## src/design/ppg_pkg.sv

```systemverilog
// ----------------------------------------------------------------------------
// ppg_pkg
// Shared types, register indexes, reset values and the cosine table of the
// plasma pixel generator.
// ----------------------------------------------------------------------------
package ppg_pkg;

   localparam int MaxDim  = 256;
   localparam int MaxLog2 = $clog2(MaxDim + 1) - 1;

   typedef enum logic [2:0] {
      CSR_WIDTH_LOG2   = 3'd0,
      CSR_HEIGHT_LOG2  = 3'd1,
      CSR_LINE_STEPS   = 3'd2,
      CSR_FRAME_STEPS  = 3'd3,
      CSR_OFFSET_STEPS = 3'd4
   } csr_index_type;

   localparam logic [3:0]  RstWidthLog2   = 4'd6;
   localparam logic [3:0]  RstHeightLog2  = 4'd6;
   localparam logic [31:0] RstLineSteps   = 32'h0201_0403;
   localparam logic [31:0] RstFrameSteps  = 32'h01FE_03FC;
   localparam logic [15:0] RstOffsetSteps = 16'hFD02;
   localparam logic [7:0]  RstWarpOffset0 = 8'd0;
   localparam logic [7:0]  RstWarpOffset1 = 8'd1;

   typedef struct packed {
      logic [7:0]  wmask;
      logic [7:0]  hmask;
      logic [2:0]  sw;
      logic [2:0]  sh;
      logic [31:0] line_steps;
      logic [31:0] frame_steps;
      logic [15:0] offset_steps;
   } cfg_type;

   typedef struct packed {
      logic [3:0][7:0] phase;
      logic [1:0][7:0] offset;
   } anim_type;

   localparam logic [5:0] CosQuarter [0:64] = '{
      6'd63, 6'd63, 6'd63, 6'd63, 6'd63, 6'd63, 6'd63, 6'd63, 6'd63, 6'd63,
      6'd63, 6'd62, 6'd62, 6'd62, 6'd62, 6'd61, 6'd61, 6'd61, 6'd60, 6'd60,
      6'd60, 6'd59, 6'd59, 6'd59, 6'd58, 6'd58, 6'd57, 6'd57, 6'd56, 6'd56,
      6'd55, 6'd55, 6'd54, 6'd54, 6'd53, 6'd52, 6'd52, 6'd51, 6'd51, 6'd50,
      6'd49, 6'd49, 6'd48, 6'd47, 6'd47, 6'd46, 6'd45, 6'd44, 6'd44, 6'd43,
      6'd42, 6'd42, 6'd41, 6'd40, 6'd39, 6'd39, 6'd38, 6'd37, 6'd36, 6'd35,
      6'd35, 6'd34, 6'd33, 6'd32, 6'd32
   };

   // full-circle cosine from the quarter table, values 0..63
   function automatic logic [5:0] cos_rom(input logic [7:0] idx);
      logic [7:0] i;
      logic [5:0] r;
      i = idx;
      if (idx > 8'd128) begin
         i = 8'(9'd256 - {1'b0, idx});
      end
      if (i <= 8'd64) begin
         r = CosQuarter[i[6:0]];
      end else begin
         r = 6'd63 - CosQuarter[7'(8'd128 - i)];
      end
      return r;
   endfunction

endpackage

```

## src/design/ppg_csr.sv

```systemverilog
// ----------------------------------------------------------------------------
// ppg_csr
// Configuration registers with frame size clamping, shift and mask decode.
// ----------------------------------------------------------------------------
module ppg_csr (
   input  logic                   clock,
   input  logic                   reset,
   input  logic                   csr_wr_en,
   input  logic [2:0]             csr_index,
   input  logic [31:0]            csr_wr_data,
   output ppg_pkg::cfg_type       cfg
);
   import ppg_pkg::*;

   logic [3:0]  width_log2_ff;
   logic [3:0]  height_log2_ff;
   logic [31:0] line_steps_ff;
   logic [31:0] frame_steps_ff;
   logic [15:0] offset_steps_ff;
   logic [3:0]  wl;
   logic [3:0]  hl;

   always_ff @(posedge clock) begin
      if (reset) begin
         width_log2_ff   <= RstWidthLog2;
         height_log2_ff  <= RstHeightLog2;
         line_steps_ff   <= RstLineSteps;
         frame_steps_ff  <= RstFrameSteps;
         offset_steps_ff <= RstOffsetSteps;
      end else if (csr_wr_en) begin
         unique case (csr_index_type'(csr_index))
            CSR_WIDTH_LOG2:   width_log2_ff   <= csr_wr_data[3:0];
            CSR_HEIGHT_LOG2:  height_log2_ff  <= csr_wr_data[3:0];
            CSR_LINE_STEPS:   line_steps_ff   <= csr_wr_data;
            CSR_FRAME_STEPS:  frame_steps_ff  <= csr_wr_data;
            CSR_OFFSET_STEPS: offset_steps_ff <= csr_wr_data[15:0];
            default: ;
         endcase
      end
   end

   function automatic logic [3:0] clamp_log2(input logic [3:0] v);
      logic [3:0] r;
      r = v;
      if (v < 4'd1) begin
         r = 4'd1;
      end else if (v > 4'(MaxLog2)) begin
         r = 4'(MaxLog2);
      end
      return r;
   endfunction

   always_comb begin
      wl               = clamp_log2(width_log2_ff);
      hl               = clamp_log2(height_log2_ff);
      cfg.sw           = 3'(4'd8 - wl);
      cfg.sh           = 3'(4'd8 - hl);
      cfg.wmask        = 8'((9'd1 << wl) - 9'd1);
      cfg.hmask        = 8'((9'd1 << hl) - 9'd1);
      cfg.line_steps   = line_steps_ff;
      cfg.frame_steps  = frame_steps_ff;
      cfg.offset_steps = offset_steps_ff;
   end

endmodule

```

## src/design/ppg_anim.sv

```systemverilog
// ----------------------------------------------------------------------------
// ppg_anim
// Animation state: four frame phases and two warp offsets, advanced on an
// accepted beat that marks the end of a frame.
// ----------------------------------------------------------------------------
module ppg_anim (
   input  logic                   clock,
   input  logic                   reset,
   input  logic                   advance,
   input  ppg_pkg::cfg_type       cfg,
   output ppg_pkg::anim_type      anim
);
   import ppg_pkg::*;

   anim_type anim_ff;
   anim_type anim_in;

   always_comb begin
      anim_in = anim_ff;
      if (advance) begin
         for (int k = 0; k < 4; k++) begin
            anim_in.phase[k] = anim_ff.phase[k] + cfg.frame_steps[8*k +: 8];
         end
         for (int k = 0; k < 2; k++) begin
            anim_in.offset[k] = anim_ff.offset[k] + cfg.offset_steps[8*k +: 8];
         end
      end
   end

   always_ff @(posedge clock) begin
      if (reset) begin
         anim_ff.phase     <= '0;
         anim_ff.offset[0] <= RstWarpOffset0;
         anim_ff.offset[1] <= RstWarpOffset1;
      end else begin
         anim_ff <= anim_in;
      end
   end

   assign anim = anim_ff;

   a_hold_without_frame_end: assert property (@(posedge clock) disable iff (reset)
      !advance |=> $stable(anim_ff))
      else $error("animation state moved without a frame end beat");

endmodule

```

## src/design/ppg_datapath.sv

```systemverilog
// ----------------------------------------------------------------------------
// ppg_datapath
// Four-stage pixel pipeline: capture, phase forming, cosine lookups with the
// column warp, then shade sum with the row warp into the output register.
// ----------------------------------------------------------------------------
module ppg_datapath (
   input  logic                   clock,
   input  logic                   reset,
   input  ppg_pkg::cfg_type       cfg,
   input  ppg_pkg::anim_type      anim,
   input  logic                   req_valid,
   output logic                   req_ready,
   input  logic [7:0]             req_x,
   input  logic [7:0]             req_y,
   output logic                   rsp_valid,
   input  logic                   rsp_ready,
   output logic [7:0]             rsp_x_dst,
   output logic [7:0]             rsp_y_dst,
   output logic [7:0]             rsp_shade
);
   import ppg_pkg::*;

   logic adv0, adv1, adv2, adv3;

   // capture stage
   logic            v0_ff;
   logic [7:0]      xm0_ff, ym0_ff;
   anim_type        anim0_ff;

   // phase stage
   logic            v1_ff;
   logic [7:0]      xm1_ff, ym1_ff;
   logic [3:0][7:0] p1_ff;
   logic [3:0][7:0] p1_in;
   logic [7:0]      idx1_ff, idx1_in;
   logic [7:0]      wo1_ff;

   // lookup stage
   logic            v2_ff;
   logic [7:0]      ym2_ff;
   logic [3:0][5:0] c2_ff;
   logic [3:0][5:0] c2_in;
   logic [7:0]      thex2_ff, thex2_in;
   logic [7:0]      wo2_ff;

   // output stage
   logic            v3_ff;
   logic [7:0]      x3_ff, y3_ff, shade3_ff;
   logic [7:0]      x3_in, y3_in, shade3_in;
   logic [7:0]      idx3;
   logic [7:0]      coord;
   logic [15:0]     prod;

   assign adv3      = !v3_ff || rsp_ready;
   assign adv2      = !v2_ff || adv3;
   assign adv1      = !v1_ff || adv2;
   assign adv0      = !v0_ff || adv1;
   assign req_ready = adv0;

   always_ff @(posedge clock) begin
      if (reset) begin
         v0_ff <= 1'b0;
         v1_ff <= 1'b0;
         v2_ff <= 1'b0;
         v3_ff <= 1'b0;
      end else begin
         if (adv0) v0_ff <= req_valid;
         if (adv1) v1_ff <= v0_ff;
         if (adv2) v2_ff <= v1_ff;
         if (adv3) v3_ff <= v2_ff;
      end
   end

   always_comb begin
      p1_in = '0;
      for (int k = 0; k < 4; k++) begin
         coord    = (k < 2) ? xm0_ff : ym0_ff;
         prod     = coord * cfg.line_steps[8*k +: 8];
         p1_in[k] = anim0_ff.phase[k] + 8'(prod[7:0] << cfg.sw);
      end
      idx1_in = 8'(ym0_ff << cfg.sh) + anim0_ff.offset[0];
   end

   always_comb begin
      for (int k = 0; k < 4; k++) begin
         c2_in[k] = cos_rom(p1_ff[k]);
      end
      thex2_in = xm1_ff + 8'(cos_rom(idx1_ff) >> cfg.sw);
   end

   always_comb begin
      shade3_in = 8'(c2_ff[0]) + 8'(c2_ff[1]) + 8'(c2_ff[2]) + 8'(c2_ff[3]);
      idx3      = 8'(thex2_ff << cfg.sw) + wo2_ff;
      x3_in     = thex2_ff & cfg.wmask;
      y3_in     = (ym2_ff + 8'(cos_rom(idx3) >> cfg.sh)) & cfg.hmask;
   end

   always_ff @(posedge clock) begin
      if (adv0) begin
         xm0_ff   <= req_x & cfg.wmask;
         ym0_ff   <= req_y & cfg.hmask;
         anim0_ff <= anim;
      end
      if (adv1) begin
         xm1_ff  <= xm0_ff;
         ym1_ff  <= ym0_ff;
         p1_ff   <= p1_in;
         idx1_ff <= idx1_in;
         wo1_ff  <= anim0_ff.offset[1];
      end
      if (adv2) begin
         ym2_ff   <= ym1_ff;
         c2_ff    <= c2_in;
         thex2_ff <= thex2_in;
         wo2_ff   <= wo1_ff;
      end
      if (adv3) begin
         x3_ff     <= x3_in;
         y3_ff     <= y3_in;
         shade3_ff <= shade3_in;
      end
   end

   assign rsp_valid = v3_ff;
   assign rsp_x_dst = x3_ff;
   assign rsp_y_dst = y3_ff;
   assign rsp_shade = shade3_ff;

   a_ready_when_drained: assert property (@(posedge clock) disable iff (reset)
      !v3_ff |-> req_ready)
      else $error("input stalled with an empty output stage");

   a_shade_range: assert property (@(posedge clock) disable iff (reset)
      v3_ff |-> (shade3_ff <= 8'd252))
      else $error("shade above the four-term maximum");

   a_dst_in_frame: assert property (@(posedge clock) disable iff (reset)
      v3_ff |-> (((x3_ff & ~cfg.wmask) == 8'd0) && ((y3_ff & ~cfg.hmask) == 8'd0)))
      else $error("destination outside the frame");

endmodule

```

## src/design/plasma_pixel_generator_unit.sv

```systemverilog
// ----------------------------------------------------------------------------
// plasma_pixel_generator_unit
// Animated plasma texture: per pixel, a shade from four cosine phases and a
// warped destination coordinate.
//
//   channel  direction  handshake              payload
//   req      in         req_valid/req_ready    req_x, req_y, req_frame_end
//   rsp      out        rsp_valid/rsp_ready    rsp_x_dst, rsp_y_dst, rsp_shade
//   csr      in         csr_wr_en              csr_index, csr_wr_data
//
// one beat per cycle sustained while rsp_ready holds high
// the four pipeline stages each hold one beat, so the rate is one per clock
// reset empties the pipeline and loads register and animation defaults
// a stall on rsp freezes the stages back to front; no beat is lost or repeated
// frame phases advance on the accepted frame_end beat, after its own use
// ----------------------------------------------------------------------------
module plasma_pixel_generator_unit (
   input  logic        clock,
   input  logic        reset,
   input  logic        req_valid,
   output logic        req_ready,
   input  logic [7:0]  req_x,
   input  logic [7:0]  req_y,
   input  logic        req_frame_end,
   output logic        rsp_valid,
   input  logic        rsp_ready,
   output logic [7:0]  rsp_x_dst,
   output logic [7:0]  rsp_y_dst,
   output logic [7:0]  rsp_shade,
   input  logic        csr_wr_en,
   input  logic [2:0]  csr_index,
   input  logic [31:0] csr_wr_data
);
   import ppg_pkg::*;

   cfg_type  cfg;
   anim_type anim;
   logic     advance;

   assign advance = req_valid && req_ready && req_frame_end;

   ppg_csr u_csr (
      .clock       (clock),
      .reset       (reset),
      .csr_wr_en   (csr_wr_en),
      .csr_index   (csr_index),
      .csr_wr_data (csr_wr_data),
      .cfg         (cfg)
   );

   ppg_anim u_anim (
      .clock   (clock),
      .reset   (reset),
      .advance (advance),
      .cfg     (cfg),
      .anim    (anim)
   );

   ppg_datapath u_datapath (
      .clock     (clock),
      .reset     (reset),
      .cfg       (cfg),
      .anim      (anim),
      .req_valid (req_valid),
      .req_ready (req_ready),
      .req_x     (req_x),
      .req_y     (req_y),
      .rsp_valid (rsp_valid),
      .rsp_ready (rsp_ready),
      .rsp_x_dst (rsp_x_dst),
      .rsp_y_dst (rsp_y_dst),
      .rsp_shade (rsp_shade)
   );

endmodule

```

## config.mk

```make
export PLATFORM = sky130hd
export DESIGN_NAME = plasma_pixel_generator_unit
export DESIGN_NICKNAME = d
export VERILOG_FILES = /design/src/design/ppg_pkg.sv /design/src/design/ppg_csr.sv /design/src/design/ppg_anim.sv /design/src/design/ppg_datapath.sv /design/src/design/plasma_pixel_generator_unit.sv
export SDC_FILE = /design/constraint.sdc
export NUM_CORES = 1
export LEC_CHECK = 0
export BUFFER_PORTS_ARGS = -buffer_cell sky130_fd_sc_hd__buf_2
export CAP_MARGIN = 20
export CORE_MARGIN = 5
export CORE_UTILIZATION = 40
export DETAILED_ROUTE_END_ITERATION = 16
export HOLD_SLACK_MARGIN = 0.08
export PLACE_DENSITY_LB_ADDON = 0.08
export SYNTH_ARGS = -nofsm -noshare
export SYNTH_HDL_FRONTEND = slang
export SYNTH_SLANG_ARGS = --single-unit
```

## constraint.sdc

```tcl
create_clock -name clock -period 11.2 [get_ports clock]
set_input_delay 0.56 -clock clock [delete_from_list [all_inputs] [get_ports clock]]
set_output_delay 0.56 -clock clock [all_outputs]
set_load 0.02 [all_outputs]
```

==> results.md, run 1 <==
CTS:
- The number of clock buffers added by TritonCTS is 43.
- The cell sitting at the root of the clock tree is a sky130_fd_sc_hd__clkbuf_16.
- The count of hold buffers inserted by post-cts repair is 0.
- The clock-pin transition on the worst setup and hold timing paths is 0.06 ns.
- The clock tree synthesis step divided the H-tree into 2 levels.
- For the worst-skew pair, the clock arrives at the later sink with an insertion delay of 0.59 ns.
- The clock tree from TritonCTS is built.
- No sink is reached through more buffers than the 3 on the longest clock path.
- The number of clock sinks is 340.

Worst setup path:
- STA classifies the critical path startpoint as a flop.
- By instance count, the cell type seen most on the critical path is sky130_fd_sc_hd__ha_1.
- The endpoint of the lowest-slack register-to-register path is u_datapath.rsp_y_dst[7]$_DFFE_PP_.
- The required time of the critical path is between 10 and 15 ns.
- The critical-path cell with the highest stage delay is sky130_fd_sc_hd__fa_1.
- The startpoint identified for the worst register-to-register timing path is u_csr.width_log2_ff[2]$_SDFFE_PP1P_.
- The setup path with the least slack is of type reg -> reg.
- The worst reg-to-reg path cell count is 36.
- Along the worst path, the maximum fanout reaches 17.
- The endpoint arrival time on the critical path is 10.26 ns.
- STA classifies the critical path endpoint as a flop.
- The largest single stage delay on the critical path is 0.76 ns.
- In this run the register-to-register setup slack is 1.26 ns.

Cells and area:
- The number of fill cells is 6949.
- The final layout contains 3670 nets.
- The area growth from synthesis to layout is 10.3%.
- After the flow finishes, the layout carries non-filler instances totaling 4234.
- The area taken by flip-flops and latches is 8810 um^2.
- With fillers left out, the area of the finished cells amounts to 30900 um^2.
- Of the cells placed in the final design, the portion with a size suffix greater than 1 is 0.0754.
- The post-route core utilization is 0.443.
- The area of combinational cells with multiple inputs is 17700 um^2.

Global routing:
- The initial antenna violation count is 2.
- The aggregate global routing overflow is 0.
- The wire length of the first global-routing pass is 129000 um.
- The number of global-route vias before repair is 22500.
- For this run, the total global-route usage over all layers was measured as 0.215.
- Entering global routing, the biggest net connects 103 pins.

Floorplan:
- For this configuration, the core starts out at a cell density of 0.402.
- The width of the die is ~270 um.
- The die covers 75300 um^2.
- The total core area is 69700 um^2.
- The die height is 274 um.
- The boundary pin count is 83.
- The number of rows created at floorplan is 97.

Timing:
- After routing, the total negative slack on setup checks comes to 0 ns.
- Between clock sinks in the finished design, the worst skew comes to 0.0233 ns.
- The final number of hold-violating endpoints is 0.
- The max-slew headroom at the worst pin is 0.232.
- Subtracting the final worst setup slack from the clock period gives between 9 and 10 ns.
- Setup slack closes at 1.26 ns.
- The final clock period utilization by the worst path is 0.888.
- Setup repair after global routing left no endpoint under its margin.
- The transition time of the tightest slew-check pin is about 1.2 ns.
- Setup violations remaining at the end of the flow were counted as 0.
- The number of pins exceeding their max-slew limit in the final report is 0.
- Timing would allow up to 0.101 GHz.

Placement:
- Timing analysis after detailed placement gives a worst setup slack of 1.08 ns.
- Input and output buffers added on the ports amount to 82.
- In this run the cell area measured after placement is 29300 um^2.
- Including well taps, the total number of placed cells is roughly 4100.
- Detailed placement ended at an HPWL of 61500 um.
- The final weighted congestion in routability-driven placement is 0.901.

Synthesis:
- The cell count after synthesis came out at roughly 3200.
- The number of nets in the synthesized netlist is about 3600.
- Sorting the synthesized cells by area gives the leading types as sky130_fd_sc_hd__edfxtp_1 21%, sky130_fd_sc_hd__ha_1 13%, sky130_fd_sc_hd__dfxtp_1 10%, sky130_fd_sc_hd__nand2_1 6.5%, sky130_fd_sc_hd__xnor2_1 5.6%.
- Yosys instantiated no cell more often than sky130_fd_sc_hd__nand2_1.
- Counting flops with a built-in enable in the synthesized netlist gives 200.
- The top-area cell type share of the netlist area is 0.215.
- The mapped netlist covers 28000 um^2.
- The top flip-flop cell by instance count after synthesis is sky130_fd_sc_hd__edfxtp_1.
- The cell type with the highest aggregate area in the netlist is sky130_fd_sc_hd__edfxtp_1.
- Dividing the synthesized area by the synthesized cell count gives 8.66 um^2.
- The share of flip-flops with an asynchronous set or reset after synthesis is 0.
- The commonest cells after synthesis are 483 x sky130_fd_sc_hd__nand2_1, 296 x sky130_fd_sc_hd__a21oi_1, 286 x sky130_fd_sc_hd__ha_1, 235 x sky130_fd_sc_hd__inv_1, 200 x sky130_fd_sc_hd__edfxtp_1.
- The share of the Yosys chip area taken by registers is 0.315.
- The unique cell type count in the Yosys netlist is between 90 and 100.
- The flip-flop and latch count after synthesis is 340.
- During synthesis, Yosys emitted a total of 0 warnings.

Power:
- In this run the power spent charging and discharging nets is 3850 uW.
- The maximum ir drop on the vdd rail is around 0.22 mV.
- The reported leakage power is 0.0134 uW.
- In this run the power density over the cells is about 270 nW/um^2.
- The internal power is roughly 4500 uW.
- The share of power burned in combinational logic is 0.604.
- Of the total power, the clock network draws 0.178.
- The switching share of power is 0.460.
- The sequential power share is 0.219.

Detailed routing:
- The DRC violation total after the first TritonRoute iteration is 1587.
- Summed over all layers, the routed wires come to 82500 um.
- The detail-routed net length per standard cell is 19.5 um.
- After detailed routing, the number of remaining DRC violations is 0.
- Dividing the detail-routed via count by the number of cells gives 5.49.
- The first-pass iteration count of the detailed router is 5.
- For this block, the via count after detailed routing is roughly 23000.
- The remaining number of nets flagged by the antenna check after routing is 0.

Run:
- Across the run, the number of max-cap violations was 0.

Worst hold path:
- In this run the most critical hold path is launched from csr_wr_data[15].
- The classification of the worst-slack hold path is in -> reg.
- The path with the worst hold slack has its endpoint at u_csr.offset_steps_ff[15]$_SDFFE_PP1P_.
- The worst hold path passes through 3 cells.

Run status:
- The run finished with clean final reports.
==> metrics by stage <==
stage | power [uW] | hold slack [ns]
floorplan | 5600 | 0.400
CTS | 8340 | 0.176
finish | 8360 | 0.215
global route | 9070 | 0.198
global placement | 6750 | 0.403
detailed placement | 6800 | 0.405
==> worst max-delay path by stage <==
stage,from,to,slack (ns),cells after the start
floorplan,u_csr.width_log2_ff[1]$_SDFFE_PP1P_,u_datapath.rsp_y_dst[7]$_DFFE_PP_,2.52,41
global placement,u_csr.width_log2_ff[2]$_SDFFE_PP1P_,u_datapath.rsp_y_dst[7]$_DFFE_PP_,1.32,36
detailed placement,u_csr.width_log2_ff[2]$_SDFFE_PP1P_,u_datapath.rsp_y_dst[7]$_DFFE_PP_,1.08,36
CTS,u_csr.width_log2_ff[2]$_SDFFE_PP1P_,u_datapath.rsp_y_dst[7]$_DFFE_PP_,1.04,36
global route,u_csr.width_log2_ff[2]$_SDFFE_PP1P_,u_datapath.rsp_y_dst[7]$_DFFE_PP_,0.38,36
finish,u_csr.width_log2_ff[2]$_SDFFE_PP1P_,u_datapath.rsp_y_dst[7]$_DFFE_PP_,1.26,36
==> registers in the layout (all words and copies together), names as in the netlist, 8 cells and up <==
| register | flops |
|---|---|
| u_datapath.rsp_x_dst | 8 |
| u_csr.line_steps_ff | 32 |
| u_csr.frame_steps_ff | 32 |
| u_anim.anim | 48 |
| u_datapath.idx1_ff | 8 |
| u_datapath.wo1_ff | 8 |
| u_datapath.xm0_ff | 8 |
| u_datapath.anim0_ff | 48 |
| u_datapath.xm1_ff | 8 |
| u_csr.offset_steps_ff | 16 |
| u_datapath.thex2_ff | 8 |
| u_datapath.p1_ff | 32 |
| u_datapath.c2_ff | 24 |
| u_datapath.ym2_ff | 8 |
| u_datapath.ym1_ff | 8 |
| u_datapath.rsp_shade | 8 |
| u_datapath.coord | 8 |
| u_datapath.wo2_ff | 8 |
| u_datapath.rsp_y_dst | 8 |
==> layout by cell type (no fill, tap or decap), types with 70 or more instances in the layout <==
cell type	n
sky130_fd_sc_hd__ha_1	286
sky130_fd_sc_hd__xnor2_1	179
sky130_fd_sc_hd__nor2_1	172
sky130_fd_sc_hd__a21oi_1	296
sky130_fd_sc_hd__buf_2	82
sky130_fd_sc_hd__and2_1	122
sky130_fd_sc_hd__nand2_1	482
sky130_fd_sc_hd__dfxtp_1	140
sky130_fd_sc_hd__inv_1	235
sky130_fd_sc_hd__o21ai_0	148
sky130_fd_sc_hd__edfxtp_1	200
sky130_fd_sc_hd__fa_1	70
==> per-layer routing <==
| layer | vias up | wire (um) | global-route usage | share of wire |
|---|---|---|---|---|
| met2 | 584 | 36300 | 0.335 | 0.44 |
| li1 | 11300 | - | - | - |
| met4 | 0 | 2140 | 0.0554 | 0.026 |
| met1 | 11200 | 40200 | 0.319 | 0.49 |
| met3 | 106 | 3830 | 0.0244 | 0.046 |
| met5 | - | 0 | 0 | 0 |
==> power groups by stage <==
stage / combinational (uW) / sequential [uW] / clock, uW
after floorplan: 3790 / 1810 / 0
after global placement: 4890 / 1850 / 0
after detailed placement: 4950 / 1850 / 0
after CTS: 4980 / 1830 / 1530
after global routing: 5640 / 1850 / 1580
final: 5050 / 1830 / 1480
==> repair_timing <==
action	CTS	global route
setup endpoints to repair	0	1
gates resized for setup	0	1
buffers inserted	0	0
==> critical path: cells and delay by family, from the launching register on <==
| family | cells | cell delay, ns |
|---|---|---|
| adders and majority gates | 6 | 2.48 |
| AOI/OAI and AO/OA | 11 | 2.30 |
| and+or+nand+nor | 10 | 1.86 |
| buffers and inverters | 5 | 1.20 |
| xor gates and xnor gates | 3 | 0.94 |
| muxes | 1 | 0.46 |
| DFF | 1 | 0.40 |
==> area by class of cell <==
cell class | count | share of cell area
clock buffer | 52 | 0.0376
inverter | 241 | 0.0295
sequential | 340 | 0.285
multi-input combinational | 2508 | 0.574
clock inverter | 27 | 0.0115
timing repair buffer | 123 | 0.0237
antenna | 3 | 0.000243
tap | 940 | 0.0381
==> cells by family after synthesis <==
logic type      count (synthesis)  share of synthesized area
buf+inv                       384                     0.0530
xor+xnor                      251                     0.0811
flops                         340                      0.315
simple gates                 1058                      0.176
compound gates                800                      0.180
mux                            43                     0.0173
fa+ha+maj                     356                      0.178
Note: power is estimated with default switching activity, not from simulation.
==> run 2, diff against run 1 <==
ABC_AREA = 1   (was default)
==> results.md, run 2 <==
Worst setup path:
- On the critical path, the stage with the largest delay is an instance of sky130_fd_sc_hd__clkinv_1.
- The endpoint arrival time on the critical path is roughly 9.7 ns.
- The most numerous cell type found on the critical path is sky130_fd_sc_hd__nand2_1.
- The number of buffers and inverters on the critical path is 5.
- Along the worst path, the maximum fanout reaches 45.
- The kind of cell with the highest combined delay on the critical path is adder cells.
- STA puts the critical path data required time at 11.53 ns.
- STA classifies the critical path startpoint as a flop.
- STA classifies the critical path endpoint as a flop.
- The kind of critical path is reg -> reg.
- For this run, the slowest stage of the critical path takes 1.03 ns.

Detailed routing:
- After detailed routing, the average wire length per cell comes to 16.9 um.
- After the first detailed-routing iteration, the DRC count stood at 1552.
- Detailed routing inserted a total of roughly 23000 vias.
- The via density per instance is 5.19.
- For this block, the routed nets add up to 75800 um of wire.
- The remaining number of nets flagged by the antenna check after routing is 0.
- The first TritonRoute pass finished after 8 iterations.
- After detailed routing, the number of remaining DRC violations is 0.

Global routing:
- Across every metal layer, demand over resource in global routing totals 0.202.
- The number of global-route vias before repair came to 22500.
- For this run the aggregate overflow at the end of global routing stands at 0.
- The initial antenna violation count is 1.
- The first global-routing pass estimated 121000 um of wire.
- The pin count of the biggest net entering global routing is 102.

Cells and area:
- The most frequent standard cell in the layout excluding fill and tap cells is sky130_fd_sc_hd__nand2_1.
- The post-layout net count is 3994.
- The antenna diode count is 0.
- In the final layout, the share of cells above drive strength 1 is 0.0633.
- The number of fill cells is 6747.
- The post-route core utilization is 0.444.
- The area growth from synthesis to layout is 9.93%.
- The area of combinational cells with multiple inputs is 15900 um^2.
- Leaving out fill and tap cells, the most frequent cells in the layout are 656 x sky130_fd_sc_hd__nand2_1, 538 x sky130_fd_sc_hd__inv_1, 342 x sky130_fd_sc_hd__nor2_1.
- The area taken by flip-flops and latches is 8810 um^2.

Synthesis:
- The synthesized design contains 200 enable-type register cells.
- The synthesized netlist cell count is 3545.
- The most used standard cell by instance count after synthesis is sky130_fd_sc_hd__nand2_1.
- In the synthesized netlist the async set-or-reset flop fraction comes to 0.
- The top-area cell type share of the netlist area is 0.221.
- After synthesis, the cell types taking the most area are sky130_fd_sc_hd__edfxtp_1 22%, sky130_fd_sc_hd__ha_1 13%, sky130_fd_sc_hd__dfxtp_1 10%, sky130_fd_sc_hd__nand2_1 9.0%, sky130_fd_sc_hd__inv_1 7.5%.
- By count the netlist is led by 656 x sky130_fd_sc_hd__nand2_1, 542 x sky130_fd_sc_hd__inv_1, 344 x sky130_fd_sc_hd__nor2_1, 309 x sky130_fd_sc_hd__o21ai_0, 286 x sky130_fd_sc_hd__ha_1.
- In this run, synthesis produced a sequential element count of 340.
- The summed instance area of the synthesized netlist is 27200 um^2.
- Yosys printed 0 warnings.
- The synthesized design spends more area on one cell type than any other, namely sky130_fd_sc_hd__edfxtp_1.
- For this run, the register share of the synthesized area comes to 0.324.
- Synthesis produced a netlist with a net count of 3958.
- For this run, the leading register cell type out of synthesis is sky130_fd_sc_hd__edfxtp_1.
- In this run the mean area of a mapped cell was 7.68 um^2.
- The unique cell type count in the Yosys netlist is 56.

CTS:
- The maximum clock path buffer count is 3.
- TritonCTS built the clock tree.
- The number of buffers inserted by post-CTS setup repair is 0.
- For the worst-skew pair, the clock arrives at the later sink with an insertion delay of 0.58 ns.
- The count of hold buffers inserted by post-cts repair is 0.
- The clock net in this run drives a total of between 300 and 400 sinks.
- After clock tree synthesis, the repair step resized 0 gates.
- The number of buffers created by CTS is 43.
- After clock tree synthesis, the clock-pin slew on the worst setup and hold paths is around 0.060 ns.
- The level count of the clock H-tree is 2.
- The clock root buffer is sky130_fd_sc_hd__clkbuf_16.

Power:
- In this run the power spent charging and discharging nets is 3990 uW.
- Of the total power, the clock network draws 0.178.
- Internal power comes to 4270 uW.
- IR analysis of the VDD net gives a maximum drop of approximately 0.18 mV.
- The power density relative to cell area is approximately 280 nW/um^2.
- The reported leakage power is 0.0150 uW.
- The sequential power share is 0.224.
- The share of total power dissipated in combinational logic is 0.598.
- The switching share of power is 0.483.

Floorplan:
- The total core area is a little under 70000 um^2.
- Measured along the y axis, the die boundary spans 271 um.
- The width of the die is approximately 270 um.
- The floorplan has 95 rows.
- In this run the count of I/O pins placed on the die edge is 83.
- The floorplan die area is between 70000 and 80000 um^2.
- The initial utilization of the core area, before any placement, comes to 0.404.

Timing:
- Measured against its own limit, the worst slew margin works out to 0.268.
- The smallest clock period supported by the final layout is computed as roughly 9.4 ns.
- The number of setup violations in the final report is 0.
- Across all setup checks in the final design, the least slack found is between 1.5 and 2 ns.
- The aggregate negative setup slack is 0 ns.
- Setup repair after global routing left no endpoint under its margin.
- The final number of hold-violating endpoints was 0.
- The number of pins exceeding their max-slew limit in the final report was 0.
- The worst clock skew on the final layout is 0.0174 ns.
- The transition time of the tightest slew-check pin is 1.09 ns.
- The fmax is 0.106 GHz.
- Dividing the final minimum period by the clock period gives 0.841.

Placement:
- The worst setup slack after placement is about 1.9 ns.
- The final weighted congestion in routability-driven placement is 0.887.
- Once detailed placement completed, the half-perimeter wirelength came to 57000 um.
- The number of buffers inserted by port buffering is 82.

Run status:
- The run finished with clean final reports.

Worst hold path:
- The classification of the worst-slack hold path is in -> reg.

Run:
- The max-capacitance violation count is 0.
-- run 2: cell count changes in the layout (fill, tap and decap cells not counted), moves of 39 or more --
cell / change
sky130_fd_sc_hd__a211oi_1: -39
sky130_fd_sc_hd__a21o_1: -59
sky130_fd_sc_hd__a21oi_1: -60
sky130_fd_sc_hd__and2_1: -121
sky130_fd_sc_hd__inv_1: +303
sky130_fd_sc_hd__nand2_1: +174
sky130_fd_sc_hd__nand3_1: +168
sky130_fd_sc_hd__nor2_1: +170
sky130_fd_sc_hd__nor2b_1: -40
sky130_fd_sc_hd__nor3_1: -41
sky130_fd_sc_hd__o21ai_0: +161
sky130_fd_sc_hd__xnor2_1: -103
sky130_fd_sc_hd__xor2_1: +40
-- run 2: metal layers --
metal	up-vias	share of wire	track usage
met4	0	0.027	0.0559
met5	-	0	0
met2	502	0.45	0.325
met3	115	0.039	0.0236
met1	11000	0.48	0.288
li1	11700	-	-
-- run 2: tightest hold or removal path, stage by stage --
cell and delay [ns]:
sky130_fd_sc_hd__buf_2 0.09, sky130_fd_sc_hd__nand2_1 0.05, sky130_fd_sc_hd__nand3_1 0.06
-- run 2: final timing paths --
check | end | cells after the start | from | slack, ns
setup / recovery | u_datapath.rsp_y_dst[6]$_DFFE_PP_ | 44 | u_csr.width_log2_ff[3]$_SDFFE_PP0P_ | 1.78
hold / removal | u_csr.line_steps_ff[25]$_SDFFE_PP1P_ | 3 | csr_wr_data[25] | 0.22
setup reg to reg | u_datapath.rsp_y_dst[6]$_DFFE_PP_ | 44 | u_csr.width_log2_ff[3]$_SDFFE_PP0P_ | 1.78
hold reg to reg | u_datapath.wo1_ff[1]$_DFFE_PP_ | 0 | u_datapath.anim0_ff[9]$_DFFE_PN_ | 0.42
-- run 2: area by class of cell --
cell class,count,area share
Multi-Input combinational cell,2535,0.531
Timing Repair Buffer,98,0.0177
Tap cell,873,0.0365
Sequential cell,340,0.294
Clock inverter,25,0.0110
Inverter,563,0.0706
Clock buffer,55,0.0388
-- run 2: cell families (layout without fill, tap and decap cells) --
family	Yosys count	after routing	synth area share
multiplexers	8	8	0.00294
AND/OR/NAND/NOR	1289	1289	0.195
buffers and inverters	670	741	0.0929
AO/OA/AOI/OAI	697	697	0.141
flip-flops	340	340	0.324
XOR/XNOR	185	185	0.0612
adder cells (fa/ha/maj)	356	356	0.183
-- run 2: through the flow --
step                      power, uW  instance area (um^2)  instances  hold slack [ns]
after floorplan                5580                 27200       3545            0.400
after global placement         6760                 28400       4409            0.405
after detailed placement       6790                 28400       4409            0.405
after CTS                      8300                 29900       4489            0.184
after global routing           9110                 29900       4489            0.223
final                          8260                 29900       4489            0.221
-- run 2: power groups by stage --
stage / clock network [uW] / registers, uW / logic [uW]
2_1_floorplan: 0 / 1850 / 3730
3_3_place_gp: 0 / 1880 / 4880
3_5_place_dp: 0 / 1880 / 4910
4_1_cts: 1510 / 1850 / 4930
5_1_grt: 1560 / 1880 / 5670
6_report: 1470 / 1850 / 4940
